`src/rtl/core/bsf_pkg.sv`:
```
// types, codes and reset values shared by the byte stuffing framer
// no dependencies
package bsf_pkg;

    localparam int unsigned NumRegs = 3;

    typedef enum logic [1:0] {
        ACT_SEND_START = 2'd0,
        ACT_SEND_END   = 2'd1,
        ACT_SEND_DATA  = 2'd2,
        ACT_RECEIVE    = 2'd3
    } bsf_action_t;

    typedef enum logic [2:0] {
        KIND_LINE  = 3'd0,
        KIND_START = 3'd1,
        KIND_END   = 3'd2,
        KIND_DATA  = 3'd3,
        KIND_ERROR = 3'd4
    } bsf_kind_t;

    typedef enum logic [1:0] {
        PH_WAIT = 2'd0,
        PH_DATA = 2'd1,
        PH_ESC  = 2'd2
    } bsf_phase_t;

    typedef enum logic [1:0] {
        REG_START_CHAR  = 2'd0,
        REG_END_CHAR    = 2'd1,
        REG_ESCAPE_CHAR = 2'd2
    } bsf_reg_t;

    localparam logic [7:0] StartCharReset  = 8'h02;
    localparam logic [7:0] EndCharReset    = 8'h03;
    localparam logic [7:0] EscapeCharReset = 8'h10;

    typedef struct packed {
        logic [7:0] start_char;
        logic [7:0] end_char;
        logic [7:0] escape_char;
    } bsf_cfg_t;

    typedef struct packed {
        logic [2:0] kind;
        logic [7:0] out_byte;
        logic       last;
    } bsf_result_t;

    // results of one request handed to the output buffer
    typedef struct packed {
        logic [1:0]  count;
        bsf_result_t first;
        bsf_result_t second;
    } bsf_push_t;

endpackage

```
`src/rtl/core/bsf_in_if.sv`:
```
// request channel of the byte stuffing framer
// depends on nothing
interface bsf_in_if;
    logic       valid;
    logic       ready;
    logic [1:0] action;
    logic [7:0] data_byte;

    modport source (output valid, output action, output data_byte, input ready);
    modport sink (input valid, input action, input data_byte, output ready);
endinterface

```
`src/rtl/core/bsf_out_if.sv`:
```
// result channel of the byte stuffing framer
// depends on nothing
interface bsf_out_if;
    logic       valid;
    logic       ready;
    logic [2:0] kind;
    logic [7:0] out_byte;
    logic       last;

    modport source (output valid, output kind, output out_byte, output last, input ready);
    modport sink (input valid, input kind, input out_byte, input last, output ready);
endinterface

```
`src/rtl/core/bsf_cfg.sv`:
```
// start, end and escape character registers with plain write port
// depends on bsf_pkg
module bsf_cfg
    import bsf_pkg::*;
(
    input  logic       clk,
    input  logic       rst_n,
    input  logic       cfg_we,
    input  logic [1:0] cfg_index,
    input  logic [7:0] cfg_wdata,
    output bsf_cfg_t   cfg
);

    bsf_cfg_t cfg_reg;
    bsf_cfg_t cfg_next;

    always_comb
    begin
        cfg_next = cfg_reg;
        if (cfg_we)
        begin
            case (cfg_index)
                REG_START_CHAR:  cfg_next.start_char  = cfg_wdata;
                REG_END_CHAR:    cfg_next.end_char    = cfg_wdata;
                REG_ESCAPE_CHAR: cfg_next.escape_char = cfg_wdata;
                default:         cfg_next = cfg_reg;
            endcase
        end
    end

    always_ff @(posedge clk or negedge rst_n)
    begin
        if (!rst_n)
        begin
            cfg_reg.start_char  <= StartCharReset;
            cfg_reg.end_char    <= EndCharReset;
            cfg_reg.escape_char <= EscapeCharReset;
        end
        else
        begin
            cfg_reg <= cfg_next;
        end
    end

    assign cfg = cfg_reg;

endmodule

```
`src/rtl/core/bsf_core.sv`:
```
// input register, transmit stuffing and receive deframing decode
// depends on bsf_pkg and bsf_in_if
module bsf_core
    import bsf_pkg::*;
(
    input  logic      clk,
    input  logic      rst_n,
    bsf_in_if.sink    in_ch,
    input  bsf_cfg_t  cfg,
    input  logic [1:0] room,
    output bsf_push_t push
);

    logic        valid_reg;
    logic        valid_next;
    bsf_action_t action_reg;
    logic [7:0]  byte_reg;
    bsf_phase_t  phase_reg;
    bsf_phase_t  phase_next;
    bsf_phase_t  phase_dec;
    bsf_push_t   dec;
    logic        accept;
    logic        advance;
    logic        is_start;
    logic        is_end;
    logic        is_esc;

    assign is_start = (byte_reg == cfg.start_char);
    assign is_end   = (byte_reg == cfg.end_char);
    assign is_esc   = (byte_reg == cfg.escape_char);

    always_comb
    begin
        dec        = '0;
        phase_dec  = phase_reg;
        case (action_reg)
            ACT_SEND_START:
            begin
                dec.count = 2'd1;
                dec.first = '{kind: KIND_LINE, out_byte: cfg.start_char, last: 1'b1};
            end
            ACT_SEND_END:
            begin
                dec.count = 2'd1;
                dec.first = '{kind: KIND_LINE, out_byte: cfg.end_char, last: 1'b1};
            end
            ACT_SEND_DATA:
            begin
                if (is_start || is_end || is_esc)
                begin
                    dec.count  = 2'd2;
                    dec.first  = '{kind: KIND_LINE, out_byte: cfg.escape_char, last: 1'b0};
                    dec.second = '{kind: KIND_LINE, out_byte: byte_reg, last: 1'b1};
                end
                else
                begin
                    dec.count = 2'd1;
                    dec.first = '{kind: KIND_LINE, out_byte: byte_reg, last: 1'b1};
                end
            end
            default:
            begin
                case (phase_reg)
                    PH_DATA:
                    begin
                        if (is_start)
                        begin
                            dec.count = 2'd1;
                            dec.first = '{kind: KIND_START, out_byte: 8'd0, last: 1'b1};
                        end
                        else if (is_end)
                        begin
                            phase_dec = PH_WAIT;
                            dec.count = 2'd1;
                            dec.first = '{kind: KIND_END, out_byte: 8'd0, last: 1'b1};
                        end
                        else if (is_esc)
                        begin
                            phase_dec = PH_ESC;
                        end
                        else
                        begin
                            dec.count = 2'd1;
                            dec.first = '{kind: KIND_DATA, out_byte: byte_reg, last: 1'b1};
                        end
                    end
                    PH_ESC:
                    begin
                        dec.count = 2'd1;
                        if (is_start || is_end || is_esc)
                        begin
                            phase_dec = PH_DATA;
                            dec.first = '{kind: KIND_DATA, out_byte: byte_reg, last: 1'b1};
                        end
                        else
                        begin
                            phase_dec = PH_WAIT;
                            dec.first = '{kind: KIND_ERROR, out_byte: 8'd0, last: 1'b1};
                        end
                    end
                    default:
                    begin
                        // waiting, junk before start is dropped
                        if (is_start)
                        begin
                            phase_dec = PH_DATA;
                            dec.count = 2'd1;
                            dec.first = '{kind: KIND_START, out_byte: 8'd0, last: 1'b1};
                        end
                        else
                        begin
                            phase_dec = PH_WAIT;
                        end
                    end
                endcase
            end
        endcase
    end

    assign advance      = valid_reg && (dec.count <= room);
    assign in_ch.ready  = !valid_reg || advance;
    assign accept       = in_ch.valid && in_ch.ready;
    assign valid_next   = accept || (valid_reg && !advance);
    assign phase_next   = advance ? phase_dec : phase_reg;

    always_comb
    begin
        push = dec;
        if (!advance)
        begin
            push.count = 2'd0;
        end
    end

    always_ff @(posedge clk or negedge rst_n)
    begin
        if (!rst_n)
        begin
            valid_reg <= 1'b0;
            phase_reg <= PH_WAIT;
        end
        else
        begin
            valid_reg <= valid_next;
            phase_reg <= phase_next;
        end
    end

    always_ff @(posedge clk)
    begin
        if (accept)
        begin
            action_reg <= bsf_action_t'(in_ch.action);
            byte_reg   <= in_ch.data_byte;
        end
    end

endmodule

```
`src/rtl/core/bsf_outbuf.sv`:
```
// two-entry result buffer, takes up to two results a cycle as room allows, gives one when ready
// depends on bsf_pkg and bsf_out_if
module bsf_outbuf
    import bsf_pkg::*;
(
    input  logic       clk,
    input  logic       rst_n,
    input  bsf_push_t  push,
    output logic [1:0] room,
    bsf_out_if.source  out_ch
);

    bsf_result_t slot_reg [2];
    logic [1:0]  count_reg;
    logic [1:0]  count_next;
    logic        rd_ptr_reg;
    logic        rd_ptr_next;
    logic        wr_ptr;
    logic        pop;
    bsf_result_t head;

    assign pop         = out_ch.valid && out_ch.ready;
    assign room        = 2'd2 - count_reg + {1'b0, pop};
    assign wr_ptr      = rd_ptr_reg ^ count_reg[0];
    assign count_next  = count_reg - {1'b0, pop} + push.count;
    assign rd_ptr_next = rd_ptr_reg ^ pop;

    assign head            = slot_reg[rd_ptr_reg];
    assign out_ch.valid    = (count_reg != 2'd0);
    assign out_ch.kind     = head.kind;
    assign out_ch.out_byte = head.out_byte;
    assign out_ch.last     = head.last;

    always_ff @(posedge clk or negedge rst_n)
    begin
        if (!rst_n)
        begin
            count_reg  <= 2'd0;
            rd_ptr_reg <= 1'b0;
        end
        else
        begin
            count_reg  <= count_next;
            rd_ptr_reg <= rd_ptr_next;
        end
    end

    always_ff @(posedge clk)
    begin
        if (push.count != 2'd0)
        begin
            slot_reg[wr_ptr] <= push.first;
        end
        if (push.count == 2'd2)
        begin
            slot_reg[~wr_ptr] <= push.second;
        end
    end

endmodule

```
`src/rtl/core/byte_stuffing_framer_top.sv`:
```
// Byte stuffing framer and deframer. Each request on in_ch is either a transmit
// action (send start, send end, send data byte) or a byte received from the line.
// Transmit data equal to the start, end or escape character goes out as the escape
// character and then the byte. Received bytes are deframed by a three-phase machine
// into frame started, frame ended, payload byte and escape error results; junk
// before a start and the escape itself give no result. A request enters a one-stage
// input register and is decoded into a two-entry result buffer, so one request per
// cycle is taken while the buffer has room; the result port gives one result per
// cycle when out_ch is ready, so a stuffed byte can stall the input. Characters
// reset to 0x02, 0x03 and 0x10 and are written by cfg_we/cfg_index/cfg_wdata; the
// user must write only while the block is idle; the block does not enforce it.
// depends on bsf_pkg, bsf_in_if, bsf_out_if, bsf_cfg, bsf_core, bsf_outbuf
module byte_stuffing_framer_top
    import bsf_pkg::*;
(
    input  logic       clk,
    input  logic       rst_n,
    bsf_in_if.sink     in_ch,
    bsf_out_if.source  out_ch,
    input  logic       cfg_we,
    input  logic [1:0] cfg_index,
    input  logic [7:0] cfg_wdata
);

    bsf_cfg_t  cfg;
    bsf_push_t push;
    logic [1:0] room;

    bsf_cfg u_cfg (
        .clk       (clk),
        .rst_n     (rst_n),
        .cfg_we    (cfg_we),
        .cfg_index (cfg_index),
        .cfg_wdata (cfg_wdata),
        .cfg       (cfg)
    );

    bsf_core u_core (
        .clk   (clk),
        .rst_n (rst_n),
        .in_ch (in_ch),
        .cfg   (cfg),
        .room  (room),
        .push  (push)
    );

    bsf_outbuf u_outbuf (
        .clk    (clk),
        .rst_n  (rst_n),
        .push   (push),
        .room   (room),
        .out_ch (out_ch)
    );

endmodule

```
`src/flat_wrapper.sv`:
```
// flat-port wrapper written by rule: the top's interface ports become plain ports
module byte_stuffing_framer_top_flat import bsf_pkg::*;
  (clk, rst_n, cfg_we, cfg_index, cfg_wdata, in_ch_valid, in_ch_action, in_ch_data_byte, in_ch_ready, out_ch_valid, out_ch_kind, out_ch_out_byte, out_ch_last, out_ch_ready);
  bsf_in_if in_ch_i ();
  bsf_out_if out_ch_i ();
  input  logic clk;
  input  logic rst_n;
  input  logic cfg_we;
  input  logic [1:0] cfg_index;
  input  logic [7:0] cfg_wdata;
  input wire logic [$bits(in_ch_i.valid)-1:0] in_ch_valid;
  input wire logic [$bits(in_ch_i.action)-1:0] in_ch_action;
  input wire logic [$bits(in_ch_i.data_byte)-1:0] in_ch_data_byte;
  output wire logic [$bits(in_ch_i.ready)-1:0] in_ch_ready;
  output wire logic [$bits(out_ch_i.valid)-1:0] out_ch_valid;
  output wire logic [$bits(out_ch_i.kind)-1:0] out_ch_kind;
  output wire logic [$bits(out_ch_i.out_byte)-1:0] out_ch_out_byte;
  output wire logic [$bits(out_ch_i.last)-1:0] out_ch_last;
  input wire logic [$bits(out_ch_i.ready)-1:0] out_ch_ready;
  assign in_ch_i.valid = in_ch_valid;
  assign in_ch_i.action = in_ch_action;
  assign in_ch_i.data_byte = in_ch_data_byte;
  assign in_ch_ready = in_ch_i.ready;
  assign out_ch_valid = out_ch_i.valid;
  assign out_ch_kind = out_ch_i.kind;
  assign out_ch_out_byte = out_ch_i.out_byte;
  assign out_ch_last = out_ch_i.last;
  assign out_ch_i.ready = out_ch_ready;
  byte_stuffing_framer_top u_core (.clk(clk), .rst_n(rst_n), .in_ch(in_ch_i), .out_ch(out_ch_i), .cfg_we(cfg_we), .cfg_index(cfg_index), .cfg_wdata(cfg_wdata));
endmodule
```
`config.mk`:
```
export PLATFORM = sky130hd
export DESIGN_NAME = byte_stuffing_framer_top_flat
export DESIGN_NICKNAME = d
export VERILOG_FILES = /design/src/rtl/core/bsf_pkg.sv /design/src/rtl/core/bsf_in_if.sv /design/src/rtl/core/bsf_out_if.sv /design/src/rtl/core/bsf_cfg.sv /design/src/rtl/core/bsf_core.sv /design/src/rtl/core/bsf_outbuf.sv /design/src/rtl/core/byte_stuffing_framer_top.sv /design/src/flat_wrapper.sv
export SDC_FILE = /design/constraint.sdc
export NUM_CORES = 1
export LEC_CHECK = 0
export BUFFER_PORTS_ARGS = -buffer_cell sky130_fd_sc_hd__buf_2
export CAP_MARGIN = 0
export CORE_MARGIN = 2
export CORE_UTILIZATION = 58
export CTS_BUF_LIST = sky130_fd_sc_hd__clkbuf_8
export DETAILED_ROUTE_END_ITERATION = 10
export PLACE_DENSITY = 0.79
export SLEW_MARGIN = 20
export SYNTH_ARGS = -nofsm -noshare
export SYNTH_HDL_FRONTEND = slang
export SYNTH_SLANG_ARGS = --single-unit
export TNS_END_PERCENT = 10
```
`constraint.sdc`:
```
create_clock -name clk -period 4.6 [get_ports clk]
set_input_delay 0.23 -clock clk [delete_from_list [all_inputs] [get_ports clk]]
set_output_delay 0.23 -clock clk [all_outputs]
set_load 0.005 [all_outputs]
```
# Word-level counts from Yosys, hierarchy flattened
# Memories as Yosys holds them, arrays and structs flattened.
# Cells that the tools add are included.
op_classes:
  n_div: 0
  multipliers: 0
  bitwise_logic: 4
  reduce_logical: 19
  order_cmp: 1
  n_eq_ne: 12
  shift: 0
  n_mux: 21
  n_addsub: 4
ops:
  columns: ["cell", "n"]
  rows:
  - ["$mux W13", 4]
  - ["$pmux W14 S3", 1]
  - ["$pmux W14 S2", 1]
  - ["$eq A8 B8 Y1", 3]
  - ["$mux W9", 2]
  - ["$mux W14", 1]
  - ["$mux W12", 1]
  - ["$eq A2 B2 Y1 const B", 4]
  - ["$mux W2", 4]
  - ["$eq A2 B1 Y1 const B", 3]
  - ["$mux W1", 6]
  - ["$reduce_and A2 Y1", 3]
  - ["$logic_and A1 B1 Y1", 4]
  - ["$logic_not A2 Y1", 2]
  - ["$logic_or A1 B1 Y1", 4]
  - ["$pmux W2 S2", 1]
  - ["$reduce_and A4 Y1", 1]
  - ["$reduce_bool A2 Y1", 2]
  - ["$ne A3 B3 Y1 const B", 1]
  - ["$reduce_or A3 Y1", 1]
  - ["$add A2 B1 Y2", 1]
  - ["$add A2 B2 Y2", 1]
  - ["$le A2 B2 Y1", 1]
  - ["$logic_not A1 Y1", 2]
  - ["5 further kinds", 7]
totals:
  romBits: 0
  inputBits: 25
  n_memories: 1
  mem_bits_rw: 24
  reg_bits: 40
  latch_bits: 0
  word_cells: 71
  out_inout_bits: 14
mem_list:
  columns: ["name", "words", "width", "read_ports", "rd_ports_with_merged_regs", "wr", "line_no", "source"]
  rows:
  - ["u_core.u_outbuf.slot_reg", 2, 12, 1, 0, 2, "bsf_outbuf.sv:13", "bsf_result_t slot_reg [2];"]

# Depth between registers and ports, before layout
# Gate-level depths: netlist (run 1).
depth:
  depth_word: 12
  mapped_depth: 19
  ltp_nobuf: 17

# Hierarchy
# Synthesis (run 1) repeated with hierarchy kept, for this count alone.
hier_totals:
  cells_unflattened: 279
  hier_area_um2: 3623.5
by_module_without_submodules:
  columns: ["mod", "seq_area_each_um2", "area_per_inst_um2", "n_inst", "cells_per_inst"]
  rows:
  - ["bsf_outbuf", 795.8, 1416.4, 1, 87]
  - ["bsf_core", 375.4, 1290.0, 1, 141]
  - ["bsf_cfg", 605.6, 917.1, 1, 51]

# Worst setup path after synthesis (run 1)
# No wires, ideal clock.
synth_path:
  path_type: "register -> register"
  startpoint: "register u_core.u_core.byte_reg[2]"
  endpoint: "memory u_core.u_outbuf.slot_reg[0][0] in the netlist's numbering, enable pin"
  arrival_time_ns: 3.169
  period_less_slack_ns: 3.498
  setup_slack_ns: 1.102
  stages_incl_launch_ff: 18
  path_cell_list: "edfxtp_1 buf_6 xor2_1 nor4_1 and2_1 buf_6 nor3_2 nand2b_4 a221oi_2 ha_1 nor2b_1 o21ai_1 and2_1 nand2b_1 or2_0 buf_2 o21a_4 inv_1"
synth_lines:
  columns: ["element", "line_no", "source"]
  rows:
  - ["from (decl)", "bsf_core.sv:17", "logic [7:0] byte_reg;"]
  - ["from (signal assigned)", "bsf_core.sv:154", "byte_reg <= in_ch.data_byte;"]
  - ["to (decl)", "bsf_outbuf.sv:13", null]

==> results.sh, run 1 <==
export IMPL_crit_family="simple AND/OR/NAND/NOR gates"
export IMPL_place_gp_congestion=0.884
export IMPL_cts_root_buf="clkbuf_8"
export IMPL_syn_to_final_growth_pct=11.2
export IMPL_diodes=0
export IMPL_grt_max_degree=31
export IMPL_worst_path_stages=14
export IMPL_yosysSeqAreaShare_pct=46.4
export IMPL_viasPerCell=5.82
export IMPL_fill_cells=524
export IMPL_hp_class="in2reg"
export IMPL_path_clk_slew_ns=0.08
export IMPL_ios=39
export IMPL_p_total_mw=2.49
export IMPL_min_period_over_period_pct=89.8
export IMPL_critPathMaxStageDelay_ns=0.51
export IMPL_cts_inserted_buffers=9
export IMPL_setup_viol=0
export IMPL_grt_pass1_vias=2612
export IMPL_tightest_slew_ns=0.791
export IMPL_status="finished, final reports clean"
export IMPL_grt_overflow_total=0
export IMPL_finalCriticalPeriod_ns=4.13
export IMPL_yosys_warnings=0
export IMPL_synth_area_sq_mm=0.00370
export IMPL_drive_gt1_share_pct=24.0
export IMPL_clk_latency_ns=0.35
export IMPL_core_area_sq_mm=0.00624
export IMPL_wire_per_inst_microns=17.4
export IMPL_dp_hpwl_mm=5.97
export IMPL_postLayoutCoreUtil_pct=65.9
export IMPL_critPathSlowestCell="edfxtp_1"
export IMPL_ys_types=53
export IMPL_grt_first_pass_wirelength_mm=12.9
export IMPL_vias=2579
export IMPL_cp_common_cell="and2_1"
export IMPL_hold_depth=1
export IMPL_finalWirelength_mm=7.71
export IMPL_cts_max_path_buffers=2
export IMPL_synth_top_area_share_pct=22.7
export IMPL_worstPathArrival_ns=4.14
export IMPL_start_util_pct=59.2
export IMPL_fin_setup_tns_ns=0
export IMPL_first_pass_iters=4
export IMPL_cp_max_fo=9
export IMPL_setup_ws_ns=0.468
export IMPL_fp_dieH_microns=83.8
export IMPL_ant_nets=0
export IMPL_rsz0062_at_grt="no"
export IMPL_synth_nets=359
export IMPL_post_synth_top_area_cell="edfxtp_1"
export IMPL_finClkSkew_ns=0.0143
export IMPL_cts_resized=0
export IMPL_crit_path_end_kind="flip-flop"
export IMPL_fin_nets=393
export IMPL_drc=0
export IMPL_io_buffers=38
export IMPL_required_ns=4.61
export IMPL_rows=29
export IMPL_power_density_mw_per_mm2=605
export IMPL_dieArea_sq_mm=0.00703
export IMPL_first_iter_violations=134
export IMPL_critPathLaunchType="flip-flop"
export IMPL_numClockSinks=64
export IMPL_path_class="reg2reg"
export IMPL_cts_tree="built"
export IMPL_cp_cell_sequence="xor2_1, nor4_1, and2_1, nor3_2, nand2b_4, a221oi_2, ha_1, nor2b_1, o21ai_1, and2_1, nand2b_1, or2_0, o21a_4, inv_1"
export IMPL_critPathBufInv=1
export IMPL_whs_ns=0.0473
export IMPL_ir_drop_v=0.000306
export IMPL_ys_ff_latch=64
export IMPL_ff2ff_path_depth=14
export IMPL_fmax_mhz=242
export IMPL_report_final_slew_viol_count=0
export IMPL_h_tree_depth=3
export IMPL_synth_flop_cell="edfxtp_1"
export IMPL_place_ws_ns=0.512
export IMPL_cap_violations=0
export IMPL_gr_usage_all_layers_pct=23.5
export IMPL_syn_area_per_cell_sq_um=11.3
export IMPL_relSlewSlack_pct=47.2
export IMPL_syn_inst=327
export IMPL_synth_edff_count=28
export IMPL_finalHoldViolations=0
export IMPL_die_width_microns=83.8
export IMPL_synthArstFlopShare_pct=46.9
export IMPL_antenna_found_initial=0
export IMPL_power_leakage_nw=1.72
export IMPL_synthTopCellsByArea="edfxtp_1 23%, dfrtp_1 18%, mux2_1 8.8%"
synthesized netlist by cell type, types with 7 or more instances:
| cell type | instances |
|---|---|
| mux2_1 | 29 |
| edfxtp_1 | 28 |
| dfrtp_1 | 26 |
| nand2_1 | 24 |
| xnor2_1 | 20 |
| nor2_1 | 19 |
| o22ai_1 | 12 |
| a21oi_1 | 10 |
| mux2i_1 | 10 |
| xor2_1 | 10 |
| inv_1 | 9 |
| buf_2 | 8 |
| mux2_2 | 8 |
| ha_1 | 7 |
| nor2b_1 | 7 |
what timing repair did:
action                                 4_1_cts  5_1_grt
endpoints found under the hold margin       26        0
hold buffers                                 1        0
setup buffers                                0        0
cells by family after synthesis:
logic type / share of synthesized area (%)
muxes: 14.6
adders and majority gates: 2.37
xor gates and xnor gates: 7.11
and+or+nand+nor: 10.9
AOI/OAI and AO/OA: 13.9
buffers and inverters: 4.74
DFF: 46.4
worst reg2reg max path: stages, from the launching register on:
cell	delay, ns
edfxtp_1	0.51
xor2_1	0.20
nor4_1	0.39
and2_1	0.35
nor3_2	0.10
nand2b_4	0.17
a221oi_2	0.42
ha_1	0.22
nor2b_1	0.04
o21ai_1	0.15
and2_1	0.24
nand2b_1	0.14
or2_0	0.34
o21a_4	0.26
inv_1	0.26
final timing paths:
| check | startpoint | to | slack, ns |
|---|---|---|---|
| hold / removal | in_ch_data_byte[0] | u_core.u_core.byte_reg[0]$_DFFE_PP_ | 0.05 |
| setup / recovery | u_core.u_core.byte_reg[6]$_DFFE_PP_ | u_core.u_outbuf.slot_reg[0][1]$_DFFE_PP_ | 0.47 |
| setup reg to reg | u_core.u_core.byte_reg[6]$_DFFE_PP_ | u_core.u_outbuf.slot_reg[0][1]$_DFFE_PP_ | 0.47 |
| hold reg to reg | u_core.u_outbuf.slot_reg[0][10]$_SDFFE_PN0P_ | u_core.u_outbuf.slot_reg[0][10]$_SDFFE_PN0P_ | 0.48 |
| min in group asynchronous | rst_n | u_core.u_outbuf.count_reg[0]$_DFF_PN0_ | 0.44 |
| max in group asynchronous | rst_n | u_core.u_cfg.cfg[20]$_DFFE_PN0P_ | 3.72 |
placed cells by master (no fill, tap or decap), drive strengths merged, types with 3 or more instances in the layout:
cell	count
a22o	6
nand3b	3
dfrtp	26
a31o	3
dfxtp	6
nand4	5
a21o	4
o21ai	6
o22ai	15
a22oi	4
nand2b	6
nor2b	7
xor2	10
and2	4
nor2	20
nand2	24
xnor2	20
mux2i	11
clkbuf	9
a21oi	10
or2	5
inv	14
edfxtp	28
clkinv	3
a211o	3
dfstp	4
buf	42
a211oi	4
mux2	37
ha	7
o2bb2ai	4
metal layers:
metal  track usage (%)  up-vias  wire length (microns)  share of wire, %
li1                  -     1246                      -                 -
met1              31.6     1264                   3530                46
met2              37.7       57                   3720                48
met3              4.06       12                    317               4.1
met4              10.3        0                    138               1.8
met5                 0        -                      0                 0
per-stage QoR:
stage	cell area (sq um)	instances
6_report	4110	443
3_3_place_gp	3880	426
2_1_floorplan	3700	327
5_1_grt	4110	443
4_1_cts	4110	443
3_5_place_dp	3880	426
report_power, final:
| group | switching [mW] | total (mW) | internal (mW) |
|---|---|---|---|
| Clock | 0.226 | 0.532 | 0.306 |
| Combinational | 0.523 | 0.964 | 0.441 |
| Sequential | 0.162 | 0.993 | 0.831 |
final cells by class:
cell class / count / area [sq um] / area share [%]
multi-input combinational: 231 / 1810 / 43.9
sequential: 64 / 1720 / 41.8
timing repair buffer: 43 / 230 / 5.60
clock buffer: 9 / 124 / 3.01
tap: 77 / 96.3 / 2.34
clock inverter: 7 / 93.8 / 2.28
inverter: 12 / 45.0 / 1.10
(Power assumes the default switching activity.)
==> inputs of run 2 (changes only) <==
CTS_BUF_LIST = sky130_fd_sc_hd__clkbuf_16   (was sky130_fd_sc_hd__clkbuf_8)
==> run 2 against run 1 <==
Net effect: final cell count is the same; via count increased by 1.0%; register-to-register slack about the same; utilization rose by 1.6 points; clock power increased by 36%; critical path type unchanged.
==> results.sh, run 2 (synthesis gave the netlist of run 1 again) <==
export IMPL_status="finished, final reports clean"
export IMPL_hp_class="in2reg"
export IMPL_core_area_sq_mm=0.00624
export IMPL_fill_cells=504
export IMPL_grt_pass1_vias=2653
export IMPL_final_common_cell="buf_2"
export IMPL_power_density_mw_per_mm2=637
export IMPL_place_gp_congestion=0.884
export IMPL_setup_viol=0
export IMPL_power_leakage_nw=1.77
export IMPL_design_area_sq_mm=0.00421
export IMPL_first_pass_iters=4
export IMPL_drc=0
export IMPL_rr_startpoint="u_core.u_core.byte_reg[6]$_DFFE_PP_"
export IMPL_antenna_found_initial=0
export IMPL_final_cell_mix="38 x buf_2, 29 x mux2_1, 28 x edfxtp_1"
export IMPL_critPathSlowestCell="edfxtp_1"
export IMPL_final_cells=443
export IMPL_dp_cells=426
export IMPL_critPathMaxStageDelay_ns=0.51
export IMPL_ios=39
export IMPL_path_class="reg2reg"
export IMPL_reg2reg_to="u_core.u_outbuf.slot_reg[0][0]$_DFFE_PP_"
export IMPL_critPathLaunchType="flip-flop"
export IMPL_grt_overflow_total=0
export IMPL_cp_common_cell="and2_1"
export IMPL_required_ns=4.59
export IMPL_report_final_slew_viol_count=0
export IMPL_grt_first_pass_wirelength_mm=13.2
export IMPL_p_total_mw=2.68
export IMPL_cts_tree="built"
export IMPL_gr_usage_all_layers_pct=23.9
export IMPL_cts_resized=0
export IMPL_fmax_mhz=242
export IMPL_fp_dieH_microns=83.8
export IMPL_vias=2606
export IMPL_ant_nets=0
export IMPL_die_width_microns=83.8
export IMPL_finClkSkew_ns=0.0108
export IMPL_ir_drop_v=0.000375
export IMPL_postLayoutCoreUtil_pct=67.5
export IMPL_finalHoldViolations=0
export IMPL_cp_cell_sequence="xor2_1, nor4_1, and2_1, nor3_2, nand2b_4, a221oi_2, ha_1, nor2b_1, o21ai_1, and2_1, nand2b_1, or2_0, o21a_4, inv_1"
export IMPL_r2r_slack_ns=0.46
export IMPL_diodes=0
export IMPL_place_ws_ns=0.512
export IMPL_start_util_pct=59.2
export IMPL_grt_max_degree=31
export IMPL_viasPerCell=5.88
export IMPL_fin_nets=393
export IMPL_finalCriticalPeriod_ns=4.14
export IMPL_crit_family="simple AND/OR/NAND/NOR gates"
export IMPL_cts_max_path_buffers=2
export IMPL_relSlewSlack_pct=48.1
export IMPL_io_buffers=38
export IMPL_finalWirelength_mm=7.82
export IMPL_setup_ws_ns=0.460
export IMPL_h_tree_depth=3
export IMPL_syn_to_final_growth_pct=13.9
export IMPL_critPathBufInv=1
export IMPL_clk_latency_ns=0.33
export IMPL_critPathCapture="u_core.u_outbuf.slot_reg[0][0]$_DFFE_PP_"
export IMPL_drive_gt1_share_pct=24.0
export IMPL_cap_violations=0
export IMPL_first_iter_violations=124
export IMPL_whs_ns=0.0677
export IMPL_cts_inserted_buffers=9
export IMPL_crit_path_end_kind="flip-flop"
export IMPL_numClockSinks=64
export IMPL_rows=29
export IMPL_crit_start="u_core.u_core.byte_reg[6]$_DFFE_PP_"
export IMPL_rsz0062_at_grt="no"
export IMPL_tightest_slew_ns=0.777
export IMPL_dp_hpwl_mm=5.97
export IMPL_worstPathArrival_ns=4.13
export IMPL_path_clk_slew_ns=0.06
export IMPL_cts_root_buf="clkbuf_16"
export IMPL_fin_setup_tns_ns=0
export IMPL_place_area_sq_mm=0.00388
export IMPL_ff2ff_path_depth=14
export IMPL_min_period_over_period_pct=90.0
export IMPL_wire_per_inst_microns=17.7
export IMPL_cp_max_fo=9
export IMPL_dieArea_sq_mm=0.00703
export IMPL_worst_path_stages=14
==> run 2: cell count changes in the layout (fill, tap and decap cells not counted) <==
cell       delta
clkbuf_8      -9
clkbuf_16     +9
==> run 2: power breakdown <==
group          internal [mW]  switching [mW]  leakage, nW
registers              0.832           0.165        0.669
logic                  0.441           0.522        0.937
clock network          0.475           0.249        0.160
==> run 2: worst min-delay path by stage <==
stage / from / to / slack [ns] / cells past startpoint
floorplan: rst_n / u_core.u_cfg.cfg[0]$_DFFE_PN0P_ / -0.07 / 0
global placement: rst_n / u_core.u_core.phase_reg[1]$_DFFE_PN0P_ / 0.29 / 1
detailed placement: rst_n / u_core.u_core.phase_reg[1]$_DFFE_PN0P_ / 0.29 / 1
CTS: in_ch_data_byte[0] / u_core.u_core.byte_reg[0]$_DFFE_PP_ / 0.07 / 1
global route: in_ch_action[0] / u_core.u_core.action_reg[0]$_DFFE_PP_ / 0.06 / 1
finish: in_ch_action[0] / u_core.u_core.action_reg[0]$_DFFE_PP_ / 0.07 / 1
==> run 2: cell type report <==
class | count | area [sq um] | share of cell area, %
tap | 77 | 96.3 | 2.29
clock buffer | 9 | 225 | 5.35
timing repair buffer | 43 | 230 | 5.46
sequential | 64 | 1720 | 40.7
inverter | 12 | 45.0 | 1.07
multi-input combinational | 231 | 1810 | 42.9
clock inverter | 7 | 93.8 | 2.23
==> run 2: what timing repair did <==
| action | CTS | global route |
|---|---|---|
| endpoints found under the hold margin | 26 | 0 |
| setup buffers | 0 | 0 |
| hold buffers | 1 | 0 |
==> run 2: layer usage <==
metal,track usage (%),wire (microns),vias to the layer above
li1,-,-,1247
met1,32.0,3530,1278
met2,38.1,3770,64
met3,4.25,318,17
met4,11.1,194,0
met5,0,0,-
==> inputs of run 3 (changes only) <==
CORE_UTILIZATION = 53   (was 58)
GPL_ROUTABILITY_DRIVEN = 0   (was default)
PLACE_DENSITY = 0.85   (was 0.79)
clock period = 3.7 ns   (was 4.6 ns; I/O delays follow)
==> run 3 against run 2 <==
Net effect: cell area rose by 2.7%; register-to-register slack got worse by 0.42 ns; hold slack got worse by 0.037 ns; global-route usage fell by 1.8 points; critical path type unchanged; sequential power rose by 23%; via count rose by 4.4%; critical path depth rose by 3; die area rose by 9.0%; clock skew fell by 0.0036 ns.
==> results.sh, run 3 (synthesis gave the netlist of run 1 again) <==
export IMPL_h_tree_depth=3
export IMPL_final_common_cell="buf_2"
export IMPL_postLayoutCoreUtil_pct=64.1
export IMPL_power_density_mw_per_mm2=783
export IMPL_syn_to_final_growth_pct=17.1
export IMPL_cts_root_buf="clkbuf_16"
export IMPL_cp_max_fo=5
export IMPL_crit_family="simple AND/OR/NAND/NOR gates"
export IMPL_required_ns=3.94
export IMPL_cp_common_cell="ha_1"
export IMPL_grt_overflow_total=0
export IMPL_relSlewSlack_pct=55.2
export IMPL_antenna_found_initial=0
export IMPL_report_final_slew_viol_count=0
export IMPL_finalCriticalPeriod_ns=3.66
export IMPL_rows=30
export IMPL_die_width_microns=87.5
export IMPL_rsz0062_at_grt="yes"
export IMPL_finClkSkew_ns=0.00726
export IMPL_path_clk_slew_ns=0.05
export IMPL_final_cell_mix="38 x buf_2, 29 x mux2_1, 28 x edfxtp_1"
export IMPL_setup_viol=0
export IMPL_critPathMaxStageDelay_ns=0.54
export IMPL_fp_dieH_microns=87.5
export IMPL_finalHoldViolations=0
export IMPL_drive_gt1_share_pct=27.3
export IMPL_first_iter_violations=193
export IMPL_power_leakage_nw=1.81
export IMPL_core_area_sq_mm=0.00676
export IMPL_cp_cell_sequence="xor2_1, nor4_2, and2_1, nor3_2, nand2b_4, a221oi_4, ha_1, nor2b_1, o21ai_2, and2_4, nand2b_1, ha_1, inv_1, ha_1, xor2_1, xnor2_1, xnor2_1"
export IMPL_min_period_over_period_pct=98.8
export IMPL_viasPerCell=5.95
export IMPL_io_buffers=38
export IMPL_fin_nets=404
export IMPL_drc=0
export IMPL_crit_path_end_kind="flip-flop"
export IMPL_fmax_mhz=273
export IMPL_status="finished, final reports clean"
export IMPL_dieArea_sq_mm=0.00766
export IMPL_numClockSinks=64
export IMPL_first_pass_iters=5
export IMPL_finalWirelength_mm=8.03
export IMPL_ir_drop_v=0.000384
export IMPL_tightest_slew_ns=0.672
export IMPL_hp_class="in2reg"
export IMPL_cap_violations=0
export IMPL_grt_max_degree=31
export IMPL_start_util_pct=54.7
export IMPL_grt_pass1_vias=2624
export IMPL_path_class="reg2reg"
export IMPL_critPathBufInv=1
export IMPL_worstPathArrival_ns=3.90
export IMPL_gr_usage_all_layers_pct=22.1
export IMPL_cts_max_path_buffers=2
export IMPL_critPathSlowestCell="edfxtp_1"
export IMPL_critPathLaunchType="flip-flop"
export IMPL_vias=2720
export IMPL_diodes=0
export IMPL_cts_tree="built"
export IMPL_whs_ns=0.0302
export IMPL_cts_inserted_buffers=9
export IMPL_dp_hpwl_mm=5.86
export IMPL_ant_nets=0
export IMPL_clk_latency_ns=0.33
export IMPL_ios=39
export IMPL_wire_per_inst_microns=17.6
export IMPL_grt_first_pass_wirelength_mm=12.9
-- run 3: cell types whose count changed in the layout (fill, tap and decap cells not counted), sizes merged --
cell / delta
buf: +11
inv: -1
bufinv: -1
clkbuf: +1
clkinvlp: +1
-- run 3: cell type report --
cell class / instances / area [sq um]
inverters: 12 / 51.3
fillers: 525 / 2430
well taps: 80 / 100
repair buffers: 54 / 313
multi-input cells: 231 / 1850
flip-flops and latches: 64 / 1720
clock buffers: 10 / 250
clock inverters: 6 / 51.3
-- run 3: per-stage QoR --
stage	instances	power, mW	setup TNS [ns]	setup WS (ns)	cell area [sq um]
3_3_place_gp	438	2.42	0	0.0811	3960
3_5_place_dp	438	2.48	-1.62	-0.0923	3960
6_report	457	3.39	0	0.0436	4330
4_1_cts	455	3.36	0	0.0170	4280
2_1_floorplan	327	2.11	0	0.202	3700
5_1_grt	457	3.58	-1.32	-0.0805	4330
-- run 3: worst paths after layout --
kind,from,slack [ns],depth (start not counted),end
max,u_core.u_core.byte_reg[4]$_DFFE_PP_,0.04,17,u_core.u_outbuf.count_reg[1]$_DFF_PN0_
min,in_ch_data_byte[7],0.03,1,u_core.u_core.byte_reg[7]$_DFFE_PP_
min in group asynchronous,rst_n,0.43,2,u_core.u_outbuf.count_reg[0]$_DFF_PN0_
max reg2reg,u_core.u_core.byte_reg[4]$_DFFE_PP_,0.04,17,u_core.u_outbuf.count_reg[1]$_DFF_PN0_
min reg2reg,u_core.u_outbuf.slot_reg[1][10]$_SDFFE_PP0P_,0.46,1,u_core.u_outbuf.slot_reg[1][10]$_SDFFE_PP0P_
max in group asynchronous,rst_n,2.84,2,u_core.u_cfg.cfg[18]$_DFFE_PN0P_
-- run 3: per-layer routing --
layer | share of wire, % | GRT usage, %
met5 | 0 | 0
met4 | 2.1 | 10.3
met3 | 6.1 | 3.89
met2 | 47 | 33.9
met1 | 44 | 30.7
-- run 3: where the power goes --
part           internal (mW)  switching (mW)
Clock                  0.551           0.286
Combinational          0.610           0.712
Sequential              1.03           0.194
Total                   2.20            1.19
-- run 3: timing repair --
item                                    in CTS  in global routing
hold buffers                                 1                  0
hold endpoints to repair                    26                  0
buffers inserted                             0                  2
endpoints found under the setup margin      24                 28
cloned                                       0                  0
resized for setup                            4                  6
pin swaps                                    1                  2
-- run 3: worst reg2reg max path, cell delays in order, from the launching register on --
cell	delay, ns
edfxtp_1	0.54
xor2_1	0.22
nor4_2	0.37
and2_1	0.23
nor3_2	0.07
nand2b_4	0.18
a221oi_4	0.30
ha_1	0.18
nor2b_1	0.06
o21ai_2	0.16
and2_4	0.19
nand2b_1	0.07
ha_1	0.27
inv_1	0.04
ha_1	0.17
xor2_1	0.15
xnor2_1	0.22
xnor2_1	0.16
